File: src/dcau_pkg.sv
// Package for the double-cell arithmetic unit: operation codes and payload structs.
// No dependencies.
`timescale 1ns / 1ps
`default_nettype none
package dcau_pkg;
   localparam int CELL_W = 16;

   typedef enum logic [2:0] {
      OP_UMUL    = 3'd0,
      OP_UDIVMOD = 3'd1,
      OP_DADD    = 3'd2,
      OP_DSUB    = 3'd3,
      OP_DNEGATE = 3'd4,
      OP_SUB     = 3'd5,
      OP_LESS    = 3'd6,
      OP_NONE    = 3'd7
   } op_type;

   typedef struct packed {
      logic [2:0]        op;
      logic [CELL_W-1:0] a_low;
      logic [CELL_W-1:0] a_high;
      logic [CELL_W-1:0] b_low;
      logic [CELL_W-1:0] b_high;
   } req_type;

   typedef struct packed {
      logic [CELL_W-1:0] result_low;
      logic [CELL_W-1:0] result_high;
      logic              divide_error;
   } rsp_type;

   // Data handed from one cell of the row to the next.
   typedef struct packed {
      logic                valid;
      logic [2:0]          op;
      logic [2*CELL_W-1:0] acc;    // dividend/remainder shift word or product
      logic [CELL_W-1:0]   quo;    // quotient bits or multiplier
      logic [CELL_W-1:0]   dvs;    // divisor or multiplicand
      logic [2*CELL_W-1:0] simple; // result of the one-step operations
   } link_type;
endpackage
`default_nettype wire

File: src/dcau_cell.sv
// One cell of the divide/multiply row: one restoring-divide step or one
// shift-add multiply step, registered. Depends on dcau_pkg.
`timescale 1ns / 1ps
`default_nettype none
module dcau_cell (
   input  wire logic               clock,
   input  wire logic               reset,
   input  wire logic               advance,
   input  wire dcau_pkg::link_type link_in,
   output dcau_pkg::link_type      link_out
);
   import dcau_pkg::*;

   link_type          link_ff, link_in_c;
   logic [2*CELL_W:0] trial;
   logic [2*CELL_W-1:0] shifted;

   always_comb begin
      link_in_c = link_in;
      trial     = '0;
      shifted   = '0;
      case (op_type'(link_in.op))
         OP_UDIVMOD: begin
            // Shift the partial remainder left one bit and try the divisor.
            trial = {link_in.acc, 1'b0} - {1'b0, link_in.dvs, {CELL_W{1'b0}}};
            if (!trial[2*CELL_W]) begin
               link_in_c.acc = trial[2*CELL_W-1:0];
               link_in_c.quo = {link_in.quo[CELL_W-2:0], 1'b1};
            end else begin
               link_in_c.acc = {link_in.acc[2*CELL_W-2:0], 1'b0};
               link_in_c.quo = {link_in.quo[CELL_W-2:0], 1'b0};
            end
         end
         OP_UMUL: begin
            // Multiplier msb first: acc = 2*acc + bit * multiplicand.
            shifted = {link_in.acc[2*CELL_W-2:0], 1'b0};
            link_in_c.acc = link_in.quo[CELL_W-1]
               ? shifted + {{CELL_W{1'b0}}, link_in.dvs} : shifted;
            link_in_c.quo = {link_in.quo[CELL_W-2:0], 1'b0};
         end
         default: begin
            link_in_c = link_in;
         end
      endcase
   end

   always_ff @(posedge clock) begin
      if (reset) begin
         link_ff.valid <= 1'b0;
      end else if (advance) begin
         link_ff.valid <= link_in_c.valid;
      end
      if (advance) begin
         link_ff.op     <= link_in_c.op;
         link_ff.acc    <= link_in_c.acc;
         link_ff.quo    <= link_in_c.quo;
         link_ff.dvs    <= link_in_c.dvs;
         link_ff.simple <= link_in_c.simple;
      end
   end

   assign link_out = link_ff;
endmodule
`default_nettype wire

File: config.mk
export PLATFORM = sky130hd
export DESIGN_NAME = dcau_cell
export DESIGN_NICKNAME = d
export VERILOG_FILES = /design/src/dcau_pkg.sv /design/src/dcau_cell.sv
export SDC_FILE = /design/constraint.sdc
export NUM_CORES = 1
export LEC_CHECK = 0
export BUFFER_PORTS_ARGS = -buffer_cell sky130_fd_sc_hd__buf_4
export CAP_MARGIN = 20
export CORE_ASPECT_RATIO = 1.25
export CORE_MARGIN = 3
export CORE_UTILIZATION = 40
export CTS_CLUSTER_DIAMETER = 50
export DETAILED_ROUTE_END_ITERATION = 16
export PLACE_DENSITY = 0.77
export SETUP_SLACK_MARGIN = 0.02
export SLEW_MARGIN = 20
export SYNTH_ARGS = -nofsm -noshare
export SYNTH_HDL_FRONTEND = slang
export SYNTH_SLANG_ARGS = --single-unit
File: constraint.sdc
create_clock -name clock -period 6.4 [get_ports clock]
set_clock_uncertainty 0.15 [all_clocks]
set_input_delay 0.32 -clock clock [delete_from_list [all_inputs] [get_ports clock]]
set_output_delay 0.32 -clock clock [all_outputs]
set_load 0.005 [all_outputs]
Word-level counts from Yosys, hierarchy flattened
Index checks and enable logic that the tools add are counted.
{"block": "classes", "add_sub_neg": 2, "eq_ne": 1, "n_reduce_logical": 1, "muxes": 3}
{"op": "$pmux W48 S2", "n": 1}
{"op": "$mux W48", "n": 1}
{"op": "$sub A33 B32 Y33", "n": 1}
{"op": "$add A32 B16 Y32", "n": 1}
{"op": "$mux W32", "n": 1}
{"op": "$eq A3 B1 Y1 const B", "n": 1}
{"op": "$logic_not A3 Y1", "n": 1}
{"block": "word_totals", "reg_bits": 100, "input_bits": 103, "word_cells": 13}

Depth between registers and ports, before layout
Gate-level depths: netlist of run 1.
{"block": "depth", "depth_word": 3, "mapped_depth": 12, "mapped_depth_nobuf": 11}

Worst setup path before layout of run 1
Ideal clock, no wire load.
{"block": "synth_path", "path_type": "input -> register", "startpoint": "input port link_in[79] in the netlist's numbering", "endpoint": "register link_ff, in the netlist link_out[83] (data pin)", "arrival_ps": 2744, "path_buffers": 0, "stages": 11, "setup_time_ps": 271, "required_ps": 5979, "path_slack_ps": 3236, "cell_sequence": "inv_1 -> ha_1 -> fa_1 -> nand2b_1 -> a211o_1 -> a21o_1 -> or4_4 -> o2111ai_4 -> mux2_2 -> nand2_1 -> o311ai_1"}
{"item": "start: declaration", "line_no": "dcau_cell.sv:9", "source": "input wire dcau_pkg::link_type link_in,"}
{"item": "end: declaration", "line_no": "dcau_cell.sv:14", "source": "link_type link_ff, link_in_c;"}

==> results.toml, run 1 <==
[clock_network]
cts_tree = "built"
clkTransAtPathRegs_ps = 80
cts_setup_buffers = 0
clock_path_buffers = 2
clockRootBuffer = "clkbuf_16"
cts_num_sinks = 100
clk_latency_ps = 340
numCtsBuffers = 9
h-tree-depth = 3

[sta]
rsz0062_at_grt = "false"
finalMaxSlewViolations = 0
tightest_slew_ps = 1040
worst_hold_slack_ps = 13.8
finalSetupTns_ps = 0
fin_crit_sh_pct = 52.0
fin_ws_ps = 3070
period_needed_ps = 3330
setup_violations = 0
timing.fmax_mhz = 300
slew_headroom_pct = 30.7
finalHoldViolCount = 0

[final_layout]
syn_to_final_growth_pct = 40.3
utilization_pct = 58.3
drive_above_1_share_pct = 29.1
largest_register_ffs = 100
layout.nets = 927
mostFrequentLayoutCells = "205 x buf_4, 99 x edfxtp_1, 94 x nand2_1"
final_common_cell = "buf_4"
diodes = 0

[setup_path]
ff2ff_setup_slack_ps = 5620
crit_slowest_cell = "or4_4"
required_ps = 6330
worst-setup-path-type = "input pin to flop"
crit_path_start_kind = "input pin"
crit_chain = "buf_4, inv_1, ha_1, fa_1, nand2b_1, a211o_1, a21o_1, or4_4, o2111ai_4, mux2_2, nand2_1, o311ai_1"
worstSetupEndpointType = "flop"
cpPeakStageDelay_ps = 530
r2r_start = "link_out[99]"
endpoint = "link_out[83]"
path_max_fanout = 27
startpoint = "link_in[79]"
r2r.worst_path.cells = 2
arrival_ps = 3260
r2r-end = "link_out[99]"

[worst_hold_path]
min_path_type = "input pin to flop"

[global_route]
grtUsageMet1_pct = 26.7
use_met3_pct = 3.99
grt_util_met2_pct = 39.1
grt_pass1_wl_mm = 27.4
grt_max_degree = 79
antenna_found_initial = 0
grt_overflow = 0
track_usage_pct = 22.0
gr-max-usage-layer = "met2"
grt_pass1_vias = 5155

[power]
report.power.total_uw = 1830
p_leak_uw = 0.00361
p_per_area_nw_per_um2 = 224
max-vdd-ir-drop_mv = 0.133

[floorplanning]
start_util_pct = 41.5
core_sq_um = 14000
fp-row-count = 48
die_y_um = 141
ios = 203
die_x_um = 114
dieArea_sq_um = 16000

[yosys]
netlist.area_leader.share_pct = 51.2
synth_top_family_by_area = "compound AO/OA/AOI/OAI gates"
syn-instance-count = 558
synth_fa_ha_area_share_pct = 7.37
synthMuxAreaShare_pct = 0.883
syn_area_per_cell_sq_um = 10.4
synth_seq_cells = 100
synthSimpleGateAreaFrac_pct = 15.6
synth.distinct_cells = 63
synth_top_flop_cell = "edfxtp_1"
synth_nets = 694
synth_edf_count = 99
yosysWarnings = 0
synth_compound_area_share_pct = 17.0
synth_xor_area_share_pct = 4.52
synth_area_leaders = "edfxtp_1 51%, ha_1 6.7%, nand2_1 6.1%, a21oi_1 3.2%, xnor2_1 2.9%"
synth_area_sq_um = 5810
seq_area_frac_synth_pct = 51.5
async_reset_ff_share_pct = 0
synth_top_area_cell = "edfxtp_1"

[routing]
drt_iter0_drc = 340
drc = 0
drt_first_pass_iters = 5
avgViaCountPerCell = 5.42
wire_per_inst_um = 18.6
finalWirelength_mm = 18.1
ant_nets = 0
vias = 5258

[job]
maxCapViolCount = 0

[placement]
finalWeightedCongestion = 0.975
portBuffers = 202
dp_hpwl_mm = 13.4
place_ws_ps = 2710

[status]
status = "completed"
worst min-delay path by stage:
stage                      start            to  cells past startpoint
finish               link_in[35]  link_out[35]                      1
global route         link_in[35]  link_out[35]                      1
CTS                  link_in[35]  link_out[35]                      1
detailed placement         reset  link_out[99]                      2
global placement    link_out[99]  link_out[99]                      2
floorplan                  reset  link_out[99]                      1
power breakdown:
group          switching (uW)  internal [uW]  total, uW
clock network             270            319        589
registers                18.9            787        806
logic                     219            216        435
cells by family (layout without fill, tap and decap cells):
group | Yosys count | count (layout)
simple gates | 202 | 202
compound gates | 144 | 144
flops | 100 | 100
buf+inv | 44 | 282
fa+ha+maj | 33 | 33
xor+xnor | 30 | 30
mux | 5 | 5
per-layer routing:
metal | vias up | wire length [um]
met4 | 0 | 417
met1 | 2453 | 7000
met3 | 31 | 1630
met2 | 240 | 9010
met5 | - | 0
li1 | 2534 | -
synth_stat cells (all sizes together) (4+ instances only):
| cell | n |
|---|---|
| a22oi | 4 |
| a211o | 6 |
| xor2 | 11 |
| and3 | 9 |
| clkbuf | 13 |
| o21a | 5 |
| o21ai | 33 |
| a21oi | 38 |
| a21o | 13 |
| nor2 | 41 |
| nor3 | 10 |
| xnor2 | 19 |
| a211oi | 5 |
| nand2b | 6 |
| mux2i | 4 |
| edfxtp | 99 |
| ha | 31 |
| inv | 27 |
| a31oi | 9 |
| nor2b | 7 |
| nand4 | 7 |
| nand2 | 94 |
| nand3 | 15 |
| o211ai | 4 |
worst max-delay path: cells and delay by family:
kind	cells	cell delay, ps
buffers and inverters	2	170
adder cells (fa/ha/maj)	2	610
AND/OR/NAND/NOR	3	800
multiplexers	1	410
AO/OA/AOI/OAI	4	950
area by class of cell:
type	count	area, sq um
Fill cell	1198	5840
Timing Repair Buffer	238	1870
Multi-Input combinational cell	414	2640
Tap cell	175	219
Clock inverter	7	103
Sequential cell	100	2990
Clock buffer	9	225
Inverter	28	105
per-stage QoR:
step                area [sq um]  instances
global placement            7490        922
finish                      8150        971
global route                8150        971
CTS                         8150        971
detailed placement          7490        922
floorplan                   5810        558
repair_timing:
item,CTS,global route
endpoints found under the setup margin,0,0
resized for setup,0,0
hold buffers,33,0
hold endpoints to repair,33,0
Power figures use the tool's default switching activity.
==> run 2, diff against run 1 <==
--- a/config.mk
+++ b/config.mk
@@ -5,6 +5,7 @@
 export SDC_FILE = /design/constraint.sdc
 export NUM_CORES = 1
 export LEC_CHECK = 0
+export ABC_AREA = 1
 export BUFFER_PORTS_ARGS = -buffer_cell sky130_fd_sc_hd__buf_4
 export CAP_MARGIN = 20
 export CORE_ASPECT_RATIO = 1.25
@@ -12,7 +13,7 @@
 export CORE_UTILIZATION = 40
 export CTS_CLUSTER_DIAMETER = 50
 export DETAILED_ROUTE_END_ITERATION = 16
-export PLACE_DENSITY = 0.77
+export PLACE_DENSITY = 0.78
 export SETUP_SLACK_MARGIN = 0.02
 export SLEW_MARGIN = 20
 export SYNTH_ARGS = -nofsm -noshare
==> constraint.sdc (replaced) <==
create_clock -name clock -period 2.9 [get_ports clock]
set_clock_uncertainty 0.15 [all_clocks]
set_input_delay 0.145 -clock clock [delete_from_list [all_inputs] [get_ports clock]]
set_output_delay 0.145 -clock clock [all_outputs]
set_load 0.005 [all_outputs]
==> results.toml, run 2 <==
[status]
status = "completed"

[global_route]
grt_overflow = 0
grt_pass1_wl_mm = 34.5
grt_pass1_vias = 6994
antenna_found_initial = 1
grt_max_degree = 66
track_usage_pct = 23.3

[final_layout]
drive_above_1_share_pct = 22.5
final_common_cell = "nand2_1"
final_area_sq_um = 9900
syn_to_final_growth_pct = 44.7
mostFrequentLayoutCells = "300 x nand2_1, 206 x buf_4, 146 x inv_1"
largest_register_ffs = 100
layout.nets = 1328

[routing]
ant_nets = 0
finalWirelength_mm = 22.6
drt_iter0_drc = 674
drc = 0
wire_per_inst_um = 16.0
avgViaCountPerCell = 5.03
drt_first_pass_iters = 6
vias = 7107

[placement]
placed_cell_area_sq_um = 8610
portBuffers = 202
finalWeightedCongestion = 0.932
dp_hpwl_mm = 16.7

[power]
max-vdd-ir-drop_mv = 0.250
p_leak_uw = 0.00479
intPower_uw = 2920
sw_frac_of_total_pct = 30.5
power.share.clock_pct = 29.2
p_sw_uw = 1280
power_frac_seq_pct = 42.4
p_comb_share_pct = 28.4
p_per_area_nw_per_um2 = 424

[clock_network]
numCtsBuffers = 9
clock_path_buffers = 2
clk_latency_ps = 350
cts_num_sinks = 100
clockRootBuffer = "clkbuf_16"
h-tree-depth = 3
cts_tree = "built"
clkTransAtPathRegs_ps = 80

[setup_path]
worstSetupEndpointType = "flop"
required_ps = 2850
crit_path_start_kind = "input pin"
path_max_fanout = 5
arrival_ps = 2720
worst-setup-path-type = "input pin to flop"

[job]
maxCapViolCount = 0

[sta]
setup_violations = 0
finalMaxSlewViolations = 0
period_needed_ps = 2770
rsz0062_at_grt = "false"
timing.fmax_mhz = 361
finalHoldViolCount = 0
finalSetupTns_ps = 0
tightest_slew_ps = 612
fin_crit_sh_pct = 95.5
slew_headroom_pct = 59.1

[yosys]
synth_fa_ha_area_share_pct = 6.25
synthSimpleGateAreaFrac_pct = 33.2
synth_top_area_cell = "edfxtp_1"
synthTopCellsByCount = "300 x nand2_1, 146 x inv_1, 99 x edfxtp_1, 93 x nand3_1, 51 x nor2_1"
syn-instance-count = 893
synth.distinct_cells = 41
syn_area_per_cell_sq_um = 7.66
synth_area_sq_um = 6840
synth_seq_cells = 100
yosysWarnings = 0
async_reset_ff_share_pct = 0
synth_edf_count = 99
synth_area_leaders = "edfxtp_1 43%, nand2_1 16%, inv_1 8.0%, nand3_1 6.8%, ha_1 5.7%"
synth_xor_area_share_pct = 1.28
synth_nets = 1029
synth_compound_area_share_pct = 6.02
netlist.area_leader.share_pct = 43.5
synth_top_flop_cell = "edfxtp_1"
synth_most_common_cell = "nand2_1"
synthMuxAreaShare_pct = 0.146
synth_top_family_by_area = "simple AND/OR/NAND/NOR gates"
seq_area_frac_synth_pct = 43.7

[floorplanning]
die_x_um = 123
ios = 203
core_sq_um = 16500
start_util_pct = 41.6
fp-row-count = 52
dieArea_sq_um = 18700
die_y_um = 152

[worst_hold_path]
min_path_type = "input pin to flop"
-- run 2: changes by cell type after synthesis, moves of 7 or more --
| cell | previous run | this run |
|---|---|---|
| nand2_1 | 94 | 300 |
| inv_1 | 27 | 146 |
| nand3_1 | 15 | 93 |
| nand2_2 | 0 | 19 |
| a21oi_1 | 37 | 20 |
| xnor2_1 | 19 | 5 |
| a21o_1 | 13 | 1 |
| nand3_2 | 0 | 12 |
| nor2_1 | 41 | 51 |
| a31oi_1 | 9 | 0 |
| and3_1 | 9 | 0 |
| nor2b_1 | 7 | 0 |
-- run 2: critical path: stages --
cell,delay (ps)
dlygate4sd3_1,550
buf_4,160
ha_1,350
nand2_1,150
inv_1,50
a21oi_1,200
nand2_1,130
or2_2,290
nand3_1,70
nand4_1,70
dlygate4sd3_1,550
-- run 2: cell type report --
cell class / count / area, sq um
Tap cell: 216 / 270
Timing Repair Buffer: 303 / 2530
Fill cell: 1421 / 6560
Multi-Input combinational cell: 628 / 3240
Inverter: 150 / 563
Clock inverter: 6 / 65.1
Sequential cell: 100 / 2990
Antenna cell: 1 / 2.50
Clock buffer: 10 / 239
-- run 2: cell families (layout without fill, tap and decap cells) --
| family | after synthesis | in the layout |
|---|---|---|
| flip-flops | 100 | 100 |
| AO/OA/AOI/OAI | 70 | 70 |
| XOR/XNOR | 10 | 10 |
| other | 0 | 1 |
| multiplexers | 1 | 1 |
| AND/OR/NAND/NOR | 514 | 514 |
| buffers and inverters | 165 | 469 |
| adder cells (fa/ha/maj) | 33 | 33 |
-- run 2: path summary, 6_finish.rpt --
| path | from | end | slack [ps] | depth (start not counted) |
|---|---|---|---|---|
| setup / recovery | link_in[38] | link_out[72] | 130 | 11 |
| hold reg to reg | link_out[99] | link_out[99] | 970 | 3 |
| setup reg to reg | link_out[99] | link_out[99] | 1560 | 3 |
| hold / removal | link_in[84] | link_out[84] | 10 | 3 |
-- run 2: timing repair --
item,CTS,global route
setup buffers,0,0
endpoints found under the hold margin,91,0
hold buffers,96,0
setup endpoints to repair,0,10
gates resized for setup,0,3
-- run 2: through the flow --
step           hold WS, ps  total power, uW  setup slack [ps]  instances  util, %
5_1_grt               18.3             4400              29.7       1414     60.1
4_1_cts               1.19             4200               132       1413     60.0
2_1_floorplan         67.4             2350               734        893        -
6_report              12.8             4200               131       1414     60.1
3_3_place_gp           152             2860               389       1301     52.3
3_5_place_dp           157             2870               352       1301     52.3
-- run 2: power by group through the flow --
stage | logic (uW) | registers, uW | clock network (uW)
after floorplan | 532 | 1820 | 0
after global placement | 1040 | 1810 | 0
after detailed placement | 1060 | 1810 | 0
after CTS | 1180 | 1780 | 1250
after global routing | 1310 | 1790 | 1290
final | 1190 | 1780 | 1230
-- run 2: layer usage --
layer  track usage (%)  vias to the layer above  wire length [um]
met1              25.7                     3255              8300
li1                  -                     3499                 -
met3              3.16                       53              1620
met4              7.97                        0               726
met2              44.7                      300             11900
met5                 0                        -                 0
==> run 3, diff against run 2 <==
--- a/config.mk
+++ b/config.mk
@@ -5,7 +5,6 @@
 export SDC_FILE = /design/constraint.sdc
 export NUM_CORES = 1
 export LEC_CHECK = 0
-export ABC_AREA = 1
 export BUFFER_PORTS_ARGS = -buffer_cell sky130_fd_sc_hd__buf_4
 export CAP_MARGIN = 20
 export CORE_ASPECT_RATIO = 1.25
@@ -13,7 +12,7 @@
 export CORE_UTILIZATION = 40
 export CTS_CLUSTER_DIAMETER = 50
 export DETAILED_ROUTE_END_ITERATION = 16
-export PLACE_DENSITY = 0.78
+export PLACE_DENSITY = 0.8
 export SETUP_SLACK_MARGIN = 0.02
 export SLEW_MARGIN = 20
 export SYNTH_ARGS = -nofsm -noshare
==> results.toml, run 3 (synthesized netlist as in run 1, its figures left out) <==
[routing]
avgViaCountPerCell = 5.36
drt_iter0_drc = 496
finalWirelength_mm = 20.0
m1WireLength_mm = 7.71
routed-wl-met3_mm = 1.59
vias = 5799
drc = 0
drt_first_pass_iters = 5
dr_wl_met2_mm = 10.4
wire_per_inst_um = 18.5
top_layer = "met4"
ant_nets = 0

[sta]
fin_ws_ps = 57.5
tightest_slew_ps = 705
fin_crit_sh_pct = 98.0
rsz0062_at_grt = "true"
finalMaxSlewViolations = 0
setup_violations = 0
finalSetupTns_ps = 0
timing.fmax_mhz = 352
period_needed_ps = 2840
finalHoldViolCount = 0
slew_headroom_pct = 52.8

[setup_path]
r2r.worst_path.cells = 3
crit_slowest_cell = "or4_4"
path_max_fanout = 8
crit_chain = "buf_4, inv_2, ha_4, fa_2, nand2b_4, a211o_1, a21o_1, or4_4, o2111ai_4, buf_6, mux2_4, nand2_1, o311ai_1"
path_delay_family = "compound AO/OA/AOI/OAI gates"
crit_path_start_kind = "input pin"
arrival_ps = 2780
worstSetupEndpointType = "flop"
cpPeakStageDelay_ps = 530
r2r_start = "link_out[99]"
crit_buf_inv = 3
worst-setup-path-type = "input pin to flop"
required_ps = 2840
r2r-end = "link_out[99]"
ff2ff_setup_slack_ps = 1580

[clock_network]
clk_latency_ps = 340
clock_path_buffers = 2
clkTransAtPathRegs_ps = 80
h-tree-depth = 3
cts_tree = "built"
cts_num_sinks = 100
numCtsBuffers = 9
clockRootBuffer = "clkbuf_16"

[global_route]
grt_pass1_wl_mm = 29.9
antenna_found_initial = 0
grt_pass1_vias = 5654
grt_overflow = 0
grt_max_degree = 64
track_usage_pct = 23.8

[final_layout]
syn_to_final_growth_pct = 59.0
utilization_pct = 66.0
mostFrequentLayoutCells = "257 x buf_4, 99 x edfxtp_1, 94 x nand2_1"
final_common_cell = "buf_4"
largest_register_ffs = 100
layout.nets = 1037
drive_above_1_share_pct = 33.3

[placement]
place_ws_ps = -237
finalWeightedCongestion = 0.900
portBuffers = 202
dp_hpwl_mm = 13.8

[power]
p_per_area_nw_per_um2 = 451
power.share.clock_pct = 28.3
power_frac_seq_pct = 42.9
intPower_uw = 3000
sw_frac_of_total_pct = 28.1
max-vdd-ir-drop_mv = 0.317
p_sw_uw = 1170
p_leak_uw = 0.00414
p_comb_share_pct = 28.9

[status]
status = "completed"

[worst_hold_path]
hold_path_end = "link_out[64]"
min_path_type = "input pin to flop"
hold_path_depth = 4
worstHoldStart = "link_in[64]"

[floorplanning]
die_x_um = 114
dieArea_sq_um = 16000
ios = 203
fp-row-count = 48
die_y_um = 141
core_sq_um = 14000
start_util_pct = 41.5

[job]
maxCapViolCount = 0
==> run 3: worst register-to-register path: stages, from the launching register on <==
cell and delay, ps:
dfxtp_1 320, mux2i_1 130, nor2_1 60, dlygate4sd3_1 550
==> run 3: repair_timing <==
item / in CTS / in global routing
buffers inserted: 0 / 12
hold endpoints to repair: 78 / 0
gates resized for setup: 0 / 19
setup endpoints to repair: 0 / 15
hold buffers: 85 / 0
==> run 3: worst max path at each step <==
stage | from | endpoint | slack [ps] | depth (start not counted)
floorplan | link_in[79] | link_out[83] | 60 | 11
CTS | link_in[73] | link_out[92] | 20 | 10
global placement | link_in[32] | link_out[84] | -170 | 12
detailed placement | link_in[79] | link_out[84] | -240 | 13
global route | link_in[71] | link_out[87] | -8 | 11
finish | link_in[79] | link_out[83] | 60 | 13
==> run 3: final cells by class <==
cell class	count	area [sq um]
inverter	28	105
clock buffer	10	229
multi-input combinational	414	2740
clock inverter	6	57.6
tap	175	219
timing repair buffer	348	2890
sequential	100	2990
fill	1075	4760
antenna	1	2.50
==> run 3: through the flow <==
stage,power [uW],hold slack [ps],area [sq um],std cells
after floorplan,2260,67.4,5820,558
after global placement,2810,152,7870,967
after detailed placement,2830,165,7870,967
after CTS,4110,2.76,9010,1068
after global routing,4350,30.8,9230,1081
final,4170,21.6,9240,1082
==> run 3: routing by layer <==
metal,up-vias,track usage [%]
li1,2761,-
met1,2716,28.7
met2,296,44.0
met3,26,3.99
met4,0,5.75
met5,-,0
==> run 3: power by group through the flow <==
stage	Sequential (uW)	Clock (uW)	Combinational, uW
floorplan	1820	0	443
global placement	1810	0	1000
detailed placement	1810	0	1020
CTS	1780	1200	1120
global route	1790	1250	1300
finish	1780	1180	1200
